[src/rtl/handle_registry_sorted_table_assert.svh]
// Assertion macros used by the handle registry datapath.
`ifndef HANDLE_REGISTRY_SORTED_TABLE_ASSERT_SVH
`define HANDLE_REGISTRY_SORTED_TABLE_ASSERT_SVH

// A condition that must hold at every clock edge outside reset.
`define HRST_ASSERT_ALWAYS(lbl, cond, msg) \
  lbl: assert property (@(posedge clk_i) disable iff (!rst_ni) (cond)) else $error(msg);

// A condition that must hold in the same cycle as its trigger.
`define HRST_ASSERT_IMPLIES(lbl, ante, cons, msg) \
  lbl: assert property (@(posedge clk_i) disable iff (!rst_ni) (ante) |-> (cons)) \
    else $error(msg);

// A condition that must hold in the cycle after its trigger.
`define HRST_ASSERT_NEXT(lbl, ante, cons, msg) \
  lbl: assert property (@(posedge clk_i) disable iff (!rst_ni) (ante) |=> (cons)) \
    else $error(msg);

`endif

[src/rtl/hrst_pkg.sv]
// Types and constants shared by the handle registry modules.
package hrst_pkg;

  localparam int unsigned KEY_W  = 32;
  localparam int unsigned DATA_W = 32;
  localparam int unsigned LIVE_W = 7;

  typedef enum logic [1:0] {
    OP_INSERT = 2'd0,
    OP_LOOKUP = 2'd1,
    OP_DELETE = 2'd2
  } op_e;

  typedef enum logic [1:0] {
    ST_OK             = 2'd0,
    ST_NOT_FOUND      = 2'd1,
    ST_FULL           = 2'd2,
    ST_KEYS_EXHAUSTED = 2'd3
  } status_e;

  typedef struct packed {
    logic [1:0]        operation;
    logic [KEY_W-1:0]  key;
    logic [DATA_W-1:0] value;
  } in_item_t;

  typedef struct packed {
    logic [1:0]        status;
    logic [KEY_W-1:0]  assigned_key;
    logic [DATA_W-1:0] found_value;
    logic [LIVE_W-1:0] live_count;
  } out_item_t;

  typedef struct packed {
    logic capture;
    logic srch_init;
    logic srch_rd;
    logic srch_step;
    logic probe_rd;
    logic hit_upd;
    logic ins_wr;
    logic set_full;
    logic set_exh;
    logic cmp_init;
    logic cmp_rd;
    logic cmp_wr;
    logic cmp_done;
    logic load_out;
  } cmd_t;

  typedef struct packed {
    logic [1:0] op;
    logic       key_exh;
    logic       occ_full;
    logic       live_full;
    logic       len_zero;
    logic       lo_in_range;
    logic       hit;
    logic       cmp_more;
    logic       shrink;
    logic       out_free;
  } sts_t;

endpackage

[src/rtl/hrst_ctrl.sv]
// Sequencer for insert, search, delete, compaction and result hand-off.
module hrst_ctrl (
  input  logic          clk_i,
  input  logic          rst_ni,
  input  logic          in_valid_i,
  output logic          in_stall_o,
  input  hrst_pkg::sts_t sts_i,
  output hrst_pkg::cmd_t cmd_o
);
  import hrst_pkg::*;

  localparam logic [3:0] S_IDLE     = 4'd0;
  localparam logic [3:0] S_DECODE   = 4'd1;
  localparam logic [3:0] S_SRCH     = 4'd2;
  localparam logic [3:0] S_SRCH_CMP = 4'd3;
  localparam logic [3:0] S_PROBE    = 4'd4;
  localparam logic [3:0] S_DEL_CHK  = 4'd5;
  localparam logic [3:0] S_CMP_RD   = 4'd6;
  localparam logic [3:0] S_CMP_WR   = 4'd7;
  localparam logic [3:0] S_RESP     = 4'd8;

  logic [3:0] state_q, state_d;

  always_comb begin
    cmd_o   = '0;
    state_d = state_q;
    unique case (state_q)
      S_IDLE: begin
        if (in_valid_i) begin
          cmd_o.capture = 1'b1;
          state_d       = S_DECODE;
        end
      end
      S_DECODE: begin
        priority if (sts_i.op == OP_INSERT) begin
          priority if (sts_i.key_exh) begin
            cmd_o.set_exh = 1'b1;
            state_d       = S_RESP;
          end else if (sts_i.live_full) begin
            cmd_o.set_full = 1'b1;
            state_d        = S_RESP;
          end else if (sts_i.occ_full) begin
            cmd_o.cmp_init = 1'b1;
            state_d        = S_CMP_RD;
          end else begin
            cmd_o.ins_wr = 1'b1;
            state_d      = S_RESP;
          end
        end else if (sts_i.op == OP_LOOKUP || sts_i.op == OP_DELETE) begin
          cmd_o.srch_init = 1'b1;
          state_d         = S_SRCH;
        end else begin
          state_d = S_RESP;
        end
      end
      S_SRCH: begin
        if (sts_i.len_zero) begin
          if (sts_i.lo_in_range) begin
            cmd_o.probe_rd = 1'b1;
            state_d        = S_PROBE;
          end else begin
            state_d = S_RESP;
          end
        end else begin
          cmd_o.srch_rd = 1'b1;
          state_d       = S_SRCH_CMP;
        end
      end
      S_SRCH_CMP: begin
        cmd_o.srch_step = 1'b1;
        state_d         = S_SRCH;
      end
      S_PROBE: begin
        cmd_o.hit_upd = 1'b1;
        if (sts_i.hit && sts_i.op == OP_DELETE) begin
          state_d = S_DEL_CHK;
        end else begin
          state_d = S_RESP;
        end
      end
      S_DEL_CHK: begin
        if (sts_i.shrink) begin
          cmd_o.cmp_init = 1'b1;
          state_d        = S_CMP_RD;
        end else begin
          state_d = S_RESP;
        end
      end
      S_CMP_RD: begin
        if (sts_i.cmp_more) begin
          cmd_o.cmp_rd = 1'b1;
          state_d      = S_CMP_WR;
        end else begin
          cmd_o.cmp_done = 1'b1;
          state_d        = (sts_i.op == OP_INSERT) ? S_DECODE : S_RESP;
        end
      end
      S_CMP_WR: begin
        cmd_o.cmp_wr = 1'b1;
        state_d      = S_CMP_RD;
      end
      S_RESP: begin
        if (sts_i.out_free) begin
          cmd_o.load_out = 1'b1;
          state_d        = S_IDLE;
        end
      end
      default: begin
        state_d = S_IDLE;
      end
    endcase
  end

  always_ff @(posedge clk_i or negedge rst_ni) begin
    if (!rst_ni) begin
      state_q <= S_IDLE;
    end else begin
      state_q <= state_d;
    end
  end

  assign in_stall_o = (state_q != S_IDLE);

endmodule

[config.mk]
export PLATFORM = sky130hd
export DESIGN_NAME = hrst_ctrl
export DESIGN_NICKNAME = d
export VERILOG_FILES = /design/src/rtl/handle_registry_sorted_table_assert.svh /design/src/rtl/hrst_pkg.sv /design/src/rtl/hrst_ctrl.sv
export SDC_FILE = /design/constraint.sdc
export NUM_CORES = 1
export LEC_CHECK = 0
export BUFFER_PORTS_ARGS = -buffer_cell sky130_fd_sc_hd__buf_2
export CORE_AREA = 2 2 40 42
export CTS_BUF_LIST = sky130_fd_sc_hd__clkbuf_4 sky130_fd_sc_hd__clkbuf_8
export DETAILED_ROUTE_END_ITERATION = 8
export DIE_AREA = 0 0 42 44
export GPL_ROUTABILITY_DRIVEN = 0
export PLACE_DENSITY = 0.74
export SLEW_MARGIN = 20
export SYNTH_ARGS = -nofsm -noshare
export SYNTH_HDL_FRONTEND = slang
export SYNTH_SLANG_ARGS = --single-unit
[constraint.sdc]
create_clock -name clk_i -period 1.3 [get_ports clk_i]
set_clock_uncertainty 0.15 [all_clocks]
set_input_delay 0.26 -clock clk_i [delete_from_list [all_inputs] [get_ports clk_i]]
set_output_delay 0.26 -clock clk_i [all_outputs]
set_load 0.05 [all_outputs]
==> results.md <==
- Total Wirelength: approximately 2600 um
- Area after DPL: ~910 sq um
- Lkg Pwr: 0.5819 nW
- Netlist cell types: 30
- FP Rows: 14
- Post-synthesis instance total: between 60 and 70
- Die X: about 42 um
- Synth Register Bits: 4
- Vias in the first global route: between 800 and 900
- Commonest non-fill, non-tap cell in the layout: buf_6
- Critical path capture point type: output port
- Synthesized Nets: just over 80
- CP max FO: 15
- Setup TNS Final: -10,230 ps
- Gr usage total: 0.2592
- Final Cycle Share: 1.528
- Nets: 141
- Placed cell count: roughly 130
- Starting density of the core: 0.3942
- Crit path required time: slightly below 900 ps
- CTS Buffer Depth: 2
- Minimum clock period: between 1500 and 2000 ps
- P per Cell Area: roughly 1700 nW/um^2
- H-tree Lvls: 1
- Biggest regs: state_q: 4 flops
- Seq/Total Area, Yosys: 0.1790
- Slew Limit Fails: 0
- Synth area leader: dfrtp_1
- DRC violations left: 0
- I/O Buffers: 28
- Status: finished, violations left
- Vias/cell: approximately 6
- Hold WC Path Type: primary input to async pin
- Clk sinks: 4
- Ports: 29
- Root buf cell: clkbuf_4
- Critical Path AT: between 1500 and 2000 ps
- Initial DRC count: 26
- Maximum VDD drop: about 1000 uV
- Largest net degree at the start of global routing: 16
- Mean Syn Cell Area: about 8.5 sq um
- Synthesized area: around 560 sq um
- Global route overflow: 0
- CTS tree: built
- Via count: 812
- WL/cell: between 15 and 20 um
- Final Instance Area: 1265 sq um
- Area contributors post-synth: dfrtp_1 (18%), nor4b_4 (13%), ha_1 (6.7%)
- Area of the die: roughly 1800 sq um
- Largest register FFs: 4
- CTS buffer count: 3
- Routed Antenna Nets: 0
- Layout area overhead: 126.2%
- Pre-antenna DRT Iters: 4
- Slew @ Worst Pin: ~460 ps
- Fmax: 503.5 MHz
- Slew headroom: 0.6917
- First-pass GRT wire length: 3567 um
- Clock-pin slew on the worst setup and hold paths: ~50 ps
- Initial antenna violation count: 0
- Clk Latency, worst-skew pair: ~250 ps
- Post-synth top area share: 0.1790
- Hold WS: slightly below 200 ps
- Die Y: ~44 um
- RSZ-0062 raised after global routing: true
- ANT cells: 0
- Most frequent cells in the layout: buf_6 (17), buf_4 (15), buf_2 (13)
- Final Non-Filler Cells: about 140
- Fillcell total: 63
- Final hold violation count: 0
- Most flop-heavy register: state_q
- Final setup fails: 19
- Worst slack, placed: -513.9 ps
- Fin worst setup slack: -685.9 ps
- CP Launch Type: flop
- Failing checks: setup timing
- Yosys warnings: 0
- Max-cap violations: 0
- Hpwl dp: roughly 1400 um
- Crit Path Class: flop to output port
- Share of cells above drive strength 1: 0.7480
- Placeable Area: approximately 1400 sq um
==> worst max-delay path: stages (launching register included) <==
cell and delay [ps]:
dfrtp_2 400, buf_6 190, nor4b_4 320, nand2b_1 170
clkinvlp_4 110, buf_8 140
==> cells in the mapped netlist <==
cell      n
inv_1     5
nand2_1   5
nor2_1    5
nor2b_1   5
and3_1    4
dfrtp_1   4
nand3_1   4
buf_2     3
ha_1      3
nand4_1   3
nor4b_4   3
and2_1    2
nand2b_1  2
o21bai_1  2
a21bo_2   1
a22oi_1   1
a311oi_2  1
and4b_1   1
and4bb_1  1
buf_4     1
nand3b_1  1
nand4b_1  1
nor3_1    1
nor4_1    1
nor4b_1   1
nor4bb_1  1
o211a_1   1
o21ai_0   1
o221ai_1  1
or4bb_1   1
==> timing repair <==
item                                    in CTS  in global routing
hold buffers                                 1                  0
resized for setup                           50                 24
endpoints found under the setup margin      19                 19
pin swaps                                    9                  8
setup buffers                                7                  6
gates cloned                                 0                  0
hold endpoints to repair                     4                  0
==> per-layer routing <==
| metal | GRT usage | vias up | routed length, um |
|---|---|---|---|
| met5 | 0 | - | 0 |
| met4 | 0.1226 | 0 | 70 |
| met3 | 0.04583 | 8 | 177 |
| met2 | 0.4781 | 54 | 1459 |
| met1 | 0.2879 | 391 | 942 |
| li1 | - | 359 | - |
==> area by class of cell <==
cell class	count	area, sq um	share of cell area
Clock buffer	4	30.03	0.02374
Timing Repair Buffer	57	544.3	0.4303
Multi-Input combinational cell	53	540.5	0.4273
Inverter	5	26.28	0.02077
Tap cell	16	20.02	0.01583
Sequential cell	4	103.9	0.08210
==> cell families after synthesis <==
family	count (synthesis)	synth area share
and+or+nand+nor	42	0.5526
AOI/OAI and AO/OA	8	0.1275
adders and majority gates	3	0.06712
DFF	4	0.1790
buffers and inverters	9	0.07383
==> final timing paths <==
kind,startpoint,cells after the start,slack (ps),end
worst max-delay path,state_q[1],5,-690,cmd_o[11]
max in group asynchronous,rst_ni,2,650,state_q[3]
worst max register to register,state_q[1],5,-380,state_q[0]
worst min-delay path,rst_ni,2,190,state_q[0]
worst min register to register,state_q[3],2,490,state_q[0]
min in group clk_i,sts_i[3],3,200,state_q[0]
==> power by group <==
part / switching [mW] / total (mW) / internal [mW]
Clock: 0.0726 / 0.210 / 0.137
Combinational: 0.839 / 1.64 / 0.797
Sequential: 0.0837 / 0.262 / 0.178
==> stage by stage <==
step	total power, mW	util
floorplan	1.039	-
global placement	1.355	0.6420
detailed placement	1.374	0.6420
CTS	1.819	0.8280
global route	2.175	0.8915
finish	2.107	0.8915
(Power assumes the default switching activity.)
