$ cat src/rtl/handle_registry_sorted_table_assert.svh
// Assertion macros used by the handle registry datapath.
`ifndef HANDLE_REGISTRY_SORTED_TABLE_ASSERT_SVH
`define HANDLE_REGISTRY_SORTED_TABLE_ASSERT_SVH

// A condition that must hold at every clock edge outside reset.
`define HRST_ASSERT_ALWAYS(lbl, cond, msg) \
  lbl: assert property (@(posedge clk_i) disable iff (!rst_ni) (cond)) else $error(msg);

// A condition that must hold in the same cycle as its trigger.
`define HRST_ASSERT_IMPLIES(lbl, ante, cons, msg) \
  lbl: assert property (@(posedge clk_i) disable iff (!rst_ni) (ante) |-> (cons)) \
    else $error(msg);

// A condition that must hold in the cycle after its trigger.
`define HRST_ASSERT_NEXT(lbl, ante, cons, msg) \
  lbl: assert property (@(posedge clk_i) disable iff (!rst_ni) (ante) |=> (cons)) \
    else $error(msg);

`endif

$ cat src/rtl/hrst_pkg.sv
// Types and constants shared by the handle registry modules.
package hrst_pkg;

  localparam int unsigned KEY_W  = 32;
  localparam int unsigned DATA_W = 32;
  localparam int unsigned LIVE_W = 7;

  typedef enum logic [1:0] {
    OP_INSERT = 2'd0,
    OP_LOOKUP = 2'd1,
    OP_DELETE = 2'd2
  } op_e;

  typedef enum logic [1:0] {
    ST_OK             = 2'd0,
    ST_NOT_FOUND      = 2'd1,
    ST_FULL           = 2'd2,
    ST_KEYS_EXHAUSTED = 2'd3
  } status_e;

  typedef struct packed {
    logic [1:0]        operation;
    logic [KEY_W-1:0]  key;
    logic [DATA_W-1:0] value;
  } in_item_t;

  typedef struct packed {
    logic [1:0]        status;
    logic [KEY_W-1:0]  assigned_key;
    logic [DATA_W-1:0] found_value;
    logic [LIVE_W-1:0] live_count;
  } out_item_t;

  typedef struct packed {
    logic capture;
    logic srch_init;
    logic srch_rd;
    logic srch_step;
    logic probe_rd;
    logic hit_upd;
    logic ins_wr;
    logic set_full;
    logic set_exh;
    logic cmp_init;
    logic cmp_rd;
    logic cmp_wr;
    logic cmp_done;
    logic load_out;
  } cmd_t;

  typedef struct packed {
    logic [1:0] op;
    logic       key_exh;
    logic       occ_full;
    logic       live_full;
    logic       len_zero;
    logic       lo_in_range;
    logic       hit;
    logic       cmp_more;
    logic       shrink;
    logic       out_free;
  } sts_t;

endpackage

$ cat src/rtl/hrst_dpath.sv
// Table memory, counters, search registers and result registers.
module hrst_dpath #(
  parameter int unsigned CAPACITY    = 64,
  parameter int unsigned VALUE_WIDTH = 32
) (
  input  logic                clk_i,
  input  logic                rst_ni,
  input  hrst_pkg::in_item_t  in_item_i,
  input  hrst_pkg::cmd_t      cmd_i,
  output hrst_pkg::sts_t      sts_o,
  input  logic                out_stall_i,
  output logic                out_valid_o,
  output hrst_pkg::out_item_t out_item_o
);
  import hrst_pkg::*;

  localparam int unsigned IW = $clog2(CAPACITY);
  localparam int unsigned CW = $clog2(CAPACITY + 1);
  localparam int unsigned EW = 1 + KEY_W + VALUE_WIDTH;
  localparam logic [CW-1:0] CapC = CW'(CAPACITY);

  in_item_t req_q;

  logic [EW-1:0] mem_q [CAPACITY];
  logic [EW-1:0] rd_q;

  logic [CW-1:0] lo_q, lo_d, len_q, len_d;
  logic [CW-1:0] occ_q, occ_d, live_q, live_d;
  logic [CW-1:0] rd_idx_q, rd_idx_d, wr_idx_q, wr_idx_d;
  logic [KEY_W:0] next_key_q, next_key_d;

  status_e           res_status_q, res_status_d;
  logic [KEY_W-1:0]  res_akey_q, res_akey_d;
  logic [DATA_W-1:0] res_fval_q, res_fval_d;

  logic      out_valid_q, out_valid_d;
  out_item_t out_q, out_d;

  logic [CW-1:0] half, mid;
  logic          rd_live;
  logic [KEY_W-1:0]       rd_key;
  logic [VALUE_WIDTH-1:0] rd_val;
  logic [VALUE_WIDTH+DATA_W-1:0] in_val_ext;
  logic [VALUE_WIDTH-1:0]        in_val;
  logic [DATA_W+VALUE_WIDTH-1:0] fval_ext;
  logic [LIVE_W+CW-1:0]          live_ext;
  logic is_delete, is_lookup, hit, less, del_hit;

  logic          rd_en, wr_en;
  logic [IW-1:0] rd_addr, wr_addr;
  logic [EW-1:0] wr_data;

  assign half       = len_q >> 1;
  assign mid        = lo_q + half;
  assign rd_live    = rd_q[EW-1];
  assign rd_key     = rd_q[VALUE_WIDTH +: KEY_W];
  assign rd_val     = rd_q[VALUE_WIDTH-1:0];
  assign in_val_ext = {{VALUE_WIDTH{1'b0}}, req_q.value};
  assign in_val     = in_val_ext[VALUE_WIDTH-1:0];
  assign fval_ext   = {{DATA_W{1'b0}}, rd_val};
  assign live_ext   = {{LIVE_W{1'b0}}, live_q};
  assign is_delete  = (req_q.operation == OP_DELETE);
  assign is_lookup  = (req_q.operation == OP_LOOKUP);
  assign hit        = rd_live && (rd_key == req_q.key);
  assign less       = (rd_key < req_q.key);
  assign del_hit    = cmd_i.hit_upd && hit && is_delete;

  always_comb begin
    rd_en   = cmd_i.srch_rd || cmd_i.probe_rd || cmd_i.cmp_rd;
    rd_addr = rd_idx_q[IW-1:0];
    if (cmd_i.srch_rd) begin
      rd_addr = mid[IW-1:0];
    end else if (cmd_i.probe_rd) begin
      rd_addr = lo_q[IW-1:0];
    end
  end

  always_comb begin
    wr_en   = 1'b0;
    wr_addr = wr_idx_q[IW-1:0];
    wr_data = rd_q;
    priority if (cmd_i.ins_wr) begin
      wr_en   = 1'b1;
      wr_addr = occ_q[IW-1:0];
      wr_data = {1'b1, next_key_q[KEY_W-1:0], in_val};
    end else if (del_hit) begin
      wr_en   = 1'b1;
      wr_addr = lo_q[IW-1:0];
      wr_data = {1'b0, rd_q[EW-2:0]};
    end else if (cmd_i.cmp_wr && rd_live) begin
      wr_en = 1'b1;
    end else begin
      wr_en = 1'b0;
    end
  end

  always_ff @(posedge clk_i) begin
    if (wr_en) begin
      mem_q[wr_addr] <= wr_data;
    end
  end

  always_ff @(posedge clk_i) begin
    if (rd_en) begin
      rd_q <= mem_q[rd_addr];
    end
  end

  always_comb begin
    lo_d         = lo_q;
    len_d        = len_q;
    occ_d        = occ_q;
    live_d       = live_q;
    rd_idx_d     = rd_idx_q;
    wr_idx_d     = wr_idx_q;
    next_key_d   = next_key_q;
    res_status_d = res_status_q;
    res_akey_d   = res_akey_q;
    res_fval_d   = res_fval_q;

    if (cmd_i.capture) begin
      res_status_d = ST_NOT_FOUND;
      res_akey_d   = '0;
      res_fval_d   = '0;
    end
    if (cmd_i.srch_init) begin
      lo_d  = '0;
      len_d = occ_q;
    end
    if (cmd_i.srch_step) begin
      if (less) begin
        lo_d  = mid + CW'(1);
        len_d = len_q - half - CW'(1);
      end else begin
        len_d = half;
      end
    end
    if (cmd_i.hit_upd && hit) begin
      res_status_d = ST_OK;
      if (is_lookup) begin
        res_fval_d = fval_ext[DATA_W-1:0];
      end
    end
    if (del_hit) begin
      live_d = live_q - CW'(1);
    end
    if (cmd_i.ins_wr) begin
      occ_d        = occ_q + CW'(1);
      live_d       = live_q + CW'(1);
      next_key_d   = next_key_q + (KEY_W+1)'(1);
      res_status_d = ST_OK;
      res_akey_d   = next_key_q[KEY_W-1:0];
    end
    if (cmd_i.set_full) begin
      res_status_d = ST_FULL;
    end
    if (cmd_i.set_exh) begin
      res_status_d = ST_KEYS_EXHAUSTED;
    end
    if (cmd_i.cmp_init) begin
      rd_idx_d = '0;
      wr_idx_d = '0;
    end
    if (cmd_i.cmp_rd) begin
      rd_idx_d = rd_idx_q + CW'(1);
    end
    if (cmd_i.cmp_wr && rd_live) begin
      wr_idx_d = wr_idx_q + CW'(1);
    end
    if (cmd_i.cmp_done) begin
      occ_d = wr_idx_q;
    end
  end

  always_ff @(posedge clk_i) begin
    if (cmd_i.capture) begin
      req_q <= in_item_i;
    end
    lo_q         <= lo_d;
    len_q        <= len_d;
    rd_idx_q     <= rd_idx_d;
    wr_idx_q     <= wr_idx_d;
    res_status_q <= res_status_d;
    res_akey_q   <= res_akey_d;
    res_fval_q   <= res_fval_d;
    out_q        <= out_d;
  end

  always_ff @(posedge clk_i or negedge rst_ni) begin
    if (!rst_ni) begin
      occ_q       <= '0;
      live_q      <= '0;
      next_key_q  <= '0;
      out_valid_q <= 1'b0;
    end else begin
      occ_q       <= occ_d;
      live_q      <= live_d;
      next_key_q  <= next_key_d;
      out_valid_q <= out_valid_d;
    end
  end

  always_comb begin
    out_d       = out_q;
    out_valid_d = out_valid_q && out_stall_i;
    if (cmd_i.load_out) begin
      out_d.status       = res_status_q;
      out_d.assigned_key = res_akey_q;
      out_d.found_value  = res_fval_q;
      out_d.live_count   = live_ext[LIVE_W-1:0];
      out_valid_d        = 1'b1;
    end
  end

  assign out_valid_o = out_valid_q;
  assign out_item_o  = out_q;

  always_comb begin
    sts_o             = '0;
    sts_o.op          = req_q.operation;
    sts_o.key_exh     = next_key_q[KEY_W];
    sts_o.occ_full    = (occ_q == CapC);
    sts_o.live_full   = (live_q == CapC);
    sts_o.len_zero    = (len_q == '0);
    sts_o.lo_in_range = (lo_q < occ_q);
    sts_o.hit         = hit;
    sts_o.cmp_more    = (rd_idx_q < occ_q);
    sts_o.shrink      = ({live_q, 1'b0} <= {1'b0, occ_q});
    sts_o.out_free    = !out_valid_q || !out_stall_i;
  end

`include "handle_registry_sorted_table_assert.svh"

  `HRST_ASSERT_ALWAYS(a_live_within_occ, (live_q <= occ_q) && (occ_q <= CapC), "live or occupied count out of range")
  `HRST_ASSERT_IMPLIES(a_ins_has_room, cmd_i.ins_wr, !next_key_q[KEY_W] && (occ_q < CapC), "insert without room or key")
  `HRST_ASSERT_IMPLIES(a_cmp_write_behind, cmd_i.cmp_wr, wr_idx_q < rd_idx_q, "compaction write overtook read")
  `HRST_ASSERT_NEXT(a_exh_sticky, next_key_q[KEY_W], next_key_q[KEY_W], "key exhaustion flag cleared")

endmodule

$ cat config.mk
export PLATFORM = sky130hd
export DESIGN_NAME = hrst_dpath
export DESIGN_NICKNAME = d
export VERILOG_FILES = /design/src/rtl/hrst_pkg.sv /design/src/rtl/hrst_dpath.sv
export VERILOG_INCLUDE_DIRS = /design/src /design/src/rtl
export SDC_FILE = /design/constraint.sdc
export NUM_CORES = 2
export LEC_CHECK = 0
export BUFFER_PORTS_ARGS = -buffer_cell sky130_fd_sc_hd__buf_2
export CORE_MARGIN = 2
export CORE_UTILIZATION = 50
export DETAILED_ROUTE_END_ITERATION = 12
export PLACE_DENSITY = 0.68
export SLEW_MARGIN = 10
export SYNTH_ARGS = -nofsm -noshare
export SYNTH_HDL_FRONTEND = slang
export SYNTH_MEMORY_MAX_BITS = 65536
export SYNTH_SLANG_ARGS = --single-unit
$ cat constraint.sdc
create_clock -name clk_i -period 8 [get_ports clk_i]
set_input_delay 0.8 -clock clk_i [delete_from_list [all_inputs] [get_ports clk_i]]
set_output_delay 0.8 -clock clk_i [all_outputs]
set_load 0.01 [all_outputs]
==> impl_metrics.tcl <==
set metrics [dict create \
    overflow 0 \
    rows 216 \
    crit_arrival_ps 6580 \
    syn-cell-area_sq_um 174000 \
    setup_viol_count_final 0 \
    worstSetupStartpointType "register" \
    clock_skew_ps 47.0 \
    placed_cell_area_sq_um 182000 \
    synthTopCellsByArea "edfxtp_1 76%, mux4_2 10%, mux2i_1 2.0%, nand2_1 1.9%, nand3_1 1.3%" \
    setup-tns-final_ps 0 \
    via_per_inst 6.47 \
    tightest_slew_ps 1320 \
    clockBufferDepth 4 \
    final_area_sq_um 197000 \
    hold_viol_final 0 \
    gp_congestion 0.893 \
    clock_latency_ps 980 \
    drt-initial-drc-count 13800 \
    die_area_sq_um 353000 \
    ant_nets 0 \
    numCtsBuffers 435 \
    synth-seq-area-share_pct 77.3 \
    cts_setup_buffers 0 \
    syn-num-nets 9169 \
    die_x_microns 594 \
    slew_headroom_pct 11.8 \
    grt_pass1_wl_microns 679000 \
    synthTopCellsByCount "4,417 x edfxtp_1, 871 x nand2_1, 772 x mux4_2" \
    grt_antenna_before_repair 22 \
    synth_cells 9007 \
    p_per_area_nw_per_um2 389 \
    synth_area_leader_cell "edfxtp_1" \
    fin_crit_ps 5990 \
    grt.total_usage_pct 26.8 \
    syn-mean-instance-area_sq_um 19.3 \
    total_power_mw 76.5 \
    grt_max_degree 158 \
    nets 9620 \
    cts_htree_levels 5 \
    fillCellCount 25200 \
    leakage_nw 64.3 \
    ys_seq_elements 4506 \
    max_clock_freq_mhz 167 \
    synthArstFlopShare_pct 1.07 \
    clock_sinks 4506 \
    clockRootBuffer "clkbuf_16" \
    fin_ws_ps 2010 \
    status "completed" \
    dpl.hpwl_microns 272000 \
    dr.pass1.iters 6 \
    wire_per_inst_microns 33.3 \
    synth_edf_count 4417 \
    start_util_pct 50.3 \
    synth_cell_types 72 \
    period_share_pct 74.8 \
    critPathKind "register to register" \
    post-place-ws_ps 2100 \
    required_ps 8590 \
    worstSetupEndpointType "register" \
    ir_drop_uv 495 \
    min_path_type "input port to register" \
    synthToLayoutAreaGrowth_pct 13.0 \
    layout-drive-gt1-share_pct 20.6 \
    ios 168 \
    yosysWarnings 0 \
    die_h_microns 594 \
    core_sq_um 346000 \
    drc 0 \
    num_vias 93300 \
    fin_hold_ws_ps 56.0 \
    grt_pass1_vias 91100 \
    cts_tree "done" \
    cap_violations 0 \
    yosys_most_used_dff "edfxtp_1" \
    finalMaxSlewViolations 0 \
    rsz0062_at_grt "false" \
    clk_pin_slew_ps 60 \
    synth_most_common_cell "edfxtp_1" \
    critPathMaxFanout 45 \
    cts_resized 0 \
    routed_wl_microns 479000 \
    synth_top_area_share_pct 76.1 \
    io_buffers 167 \
]
-- state kept, by name, indices dropped and copies added (netlist names), 32 cells and up --
register	flops
req_q	32
res_fval_q	32
res_akey_q	32
mem_q	4160
in_val	32
out_item_o	73
rd_q	65
next_key_q	33
-- final timing paths --
check                           slack, ps             end  cells after the start            from
worst max-delay path                 2010   mem_q[60][47]                      9        rd_q[63]
worst max register to register       2010   mem_q[60][47]                      9        rd_q[63]
worst min register to register        420  out_item_o[52]                      0  res_akey_q[13]
max in group asynchronous            7040        occ_q[6]                      3          rst_ni
min in group asynchronous             460  next_key_q[28]                      3          rst_ni
worst min-delay path                   60       req_q[63]                      1   in_item_i[63]
-- critical path, stage by stage, from the launching register on --
cell,delay (ps)
edfxtp_1,410
ha_1,340
nand4_1,90
or3_1,580
nor4_4,730
and4_1,800
a221o_1,400
nand3_1,620
nor2_4,840
buf_4,710
-- placed cells by master, fill, tap and decap left out, types with 49 or more instances in the layout --
cell type	n
dlygate4sd3_1	57
o211ai_1	74
xnor2_1	52
ha_1	76
buf_2	164
buf_12	49
clkinv_1	103
clkinv_2	85
nand2_1	869
o21ai_0	222
inv_1	63
clkbuf_16	445
and3_1	76
buf_4	264
clkbuf_1	86
mux2i_1	340
mux4_2	772
edfxtp_1	4417
a22o_1	128
a21o_1	64
a22oi_1	195
nand4_1	142
nand3_1	436
nor2_4	55
a32oi_1	67
-- logic make-up after synthesis --
kind of cell / count (synthesis) / share of synthesized area, %
adder cells (fa/ha/maj): 79 / 0.580
multiplexers: 1154 / 12.2
XOR/XNOR: 68 / 0.342
buffers and inverters: 584 / 1.37
flip-flops: 4506 / 77.3
AO/OA/AOI/OAI: 850 / 3.49
AND/OR/NAND/NOR: 1766 / 4.70
-- where the power goes --
group | internal, mW | leakage, nW | switching (mW)
sequential | 28.8 | 41.4 | 0.560
combinational | 8.92 | 16.0 | 17.9
clock | 11.5 | 6.89 | 8.78
-- final cells by class --
type,instances,area (sq um),area share [%]
antenna,10,25.0,0.0127
clock buffer,541,11600,5.89
clock inverter,268,2490,1.27
inverter,64,240,0.122
multi-input combinational,3917,37700,19.2
sequential,4506,135000,68.4
tap,4578,5730,2.91
timing repair buffer,534,4350,2.21
-- layer usage --
metal	up-vias	part of all wire, %	global-route usage, %	wire, microns
li1	37500	-	-	-
met1	48800	37	37.5	179000
met2	6102	46	41.5	222000
met3	908	12	6.38	59200
met4	10	4.1	9.69	19600
met5	-	0.012	0	57
-- stage by stage --
stage / instances / util, %
5_1_grt: 14400 / 56.8
3_3_place_gp: 13500 / 52.6
3_5_place_dp: 13500 / 52.6
4_1_cts: 14400 / 56.8
6_report: 14400 / 56.8
2_1_floorplan: 9007 / -
-- what timing repair did --
| item | in CTS | in global routing |
|---|---|---|
| hold endpoints to repair | 104 | 0 |
| hold buffers | 57 | 0 |
| setup endpoints to repair | 0 | 0 |
Note: power is estimated with default switching activity, not from simulation.
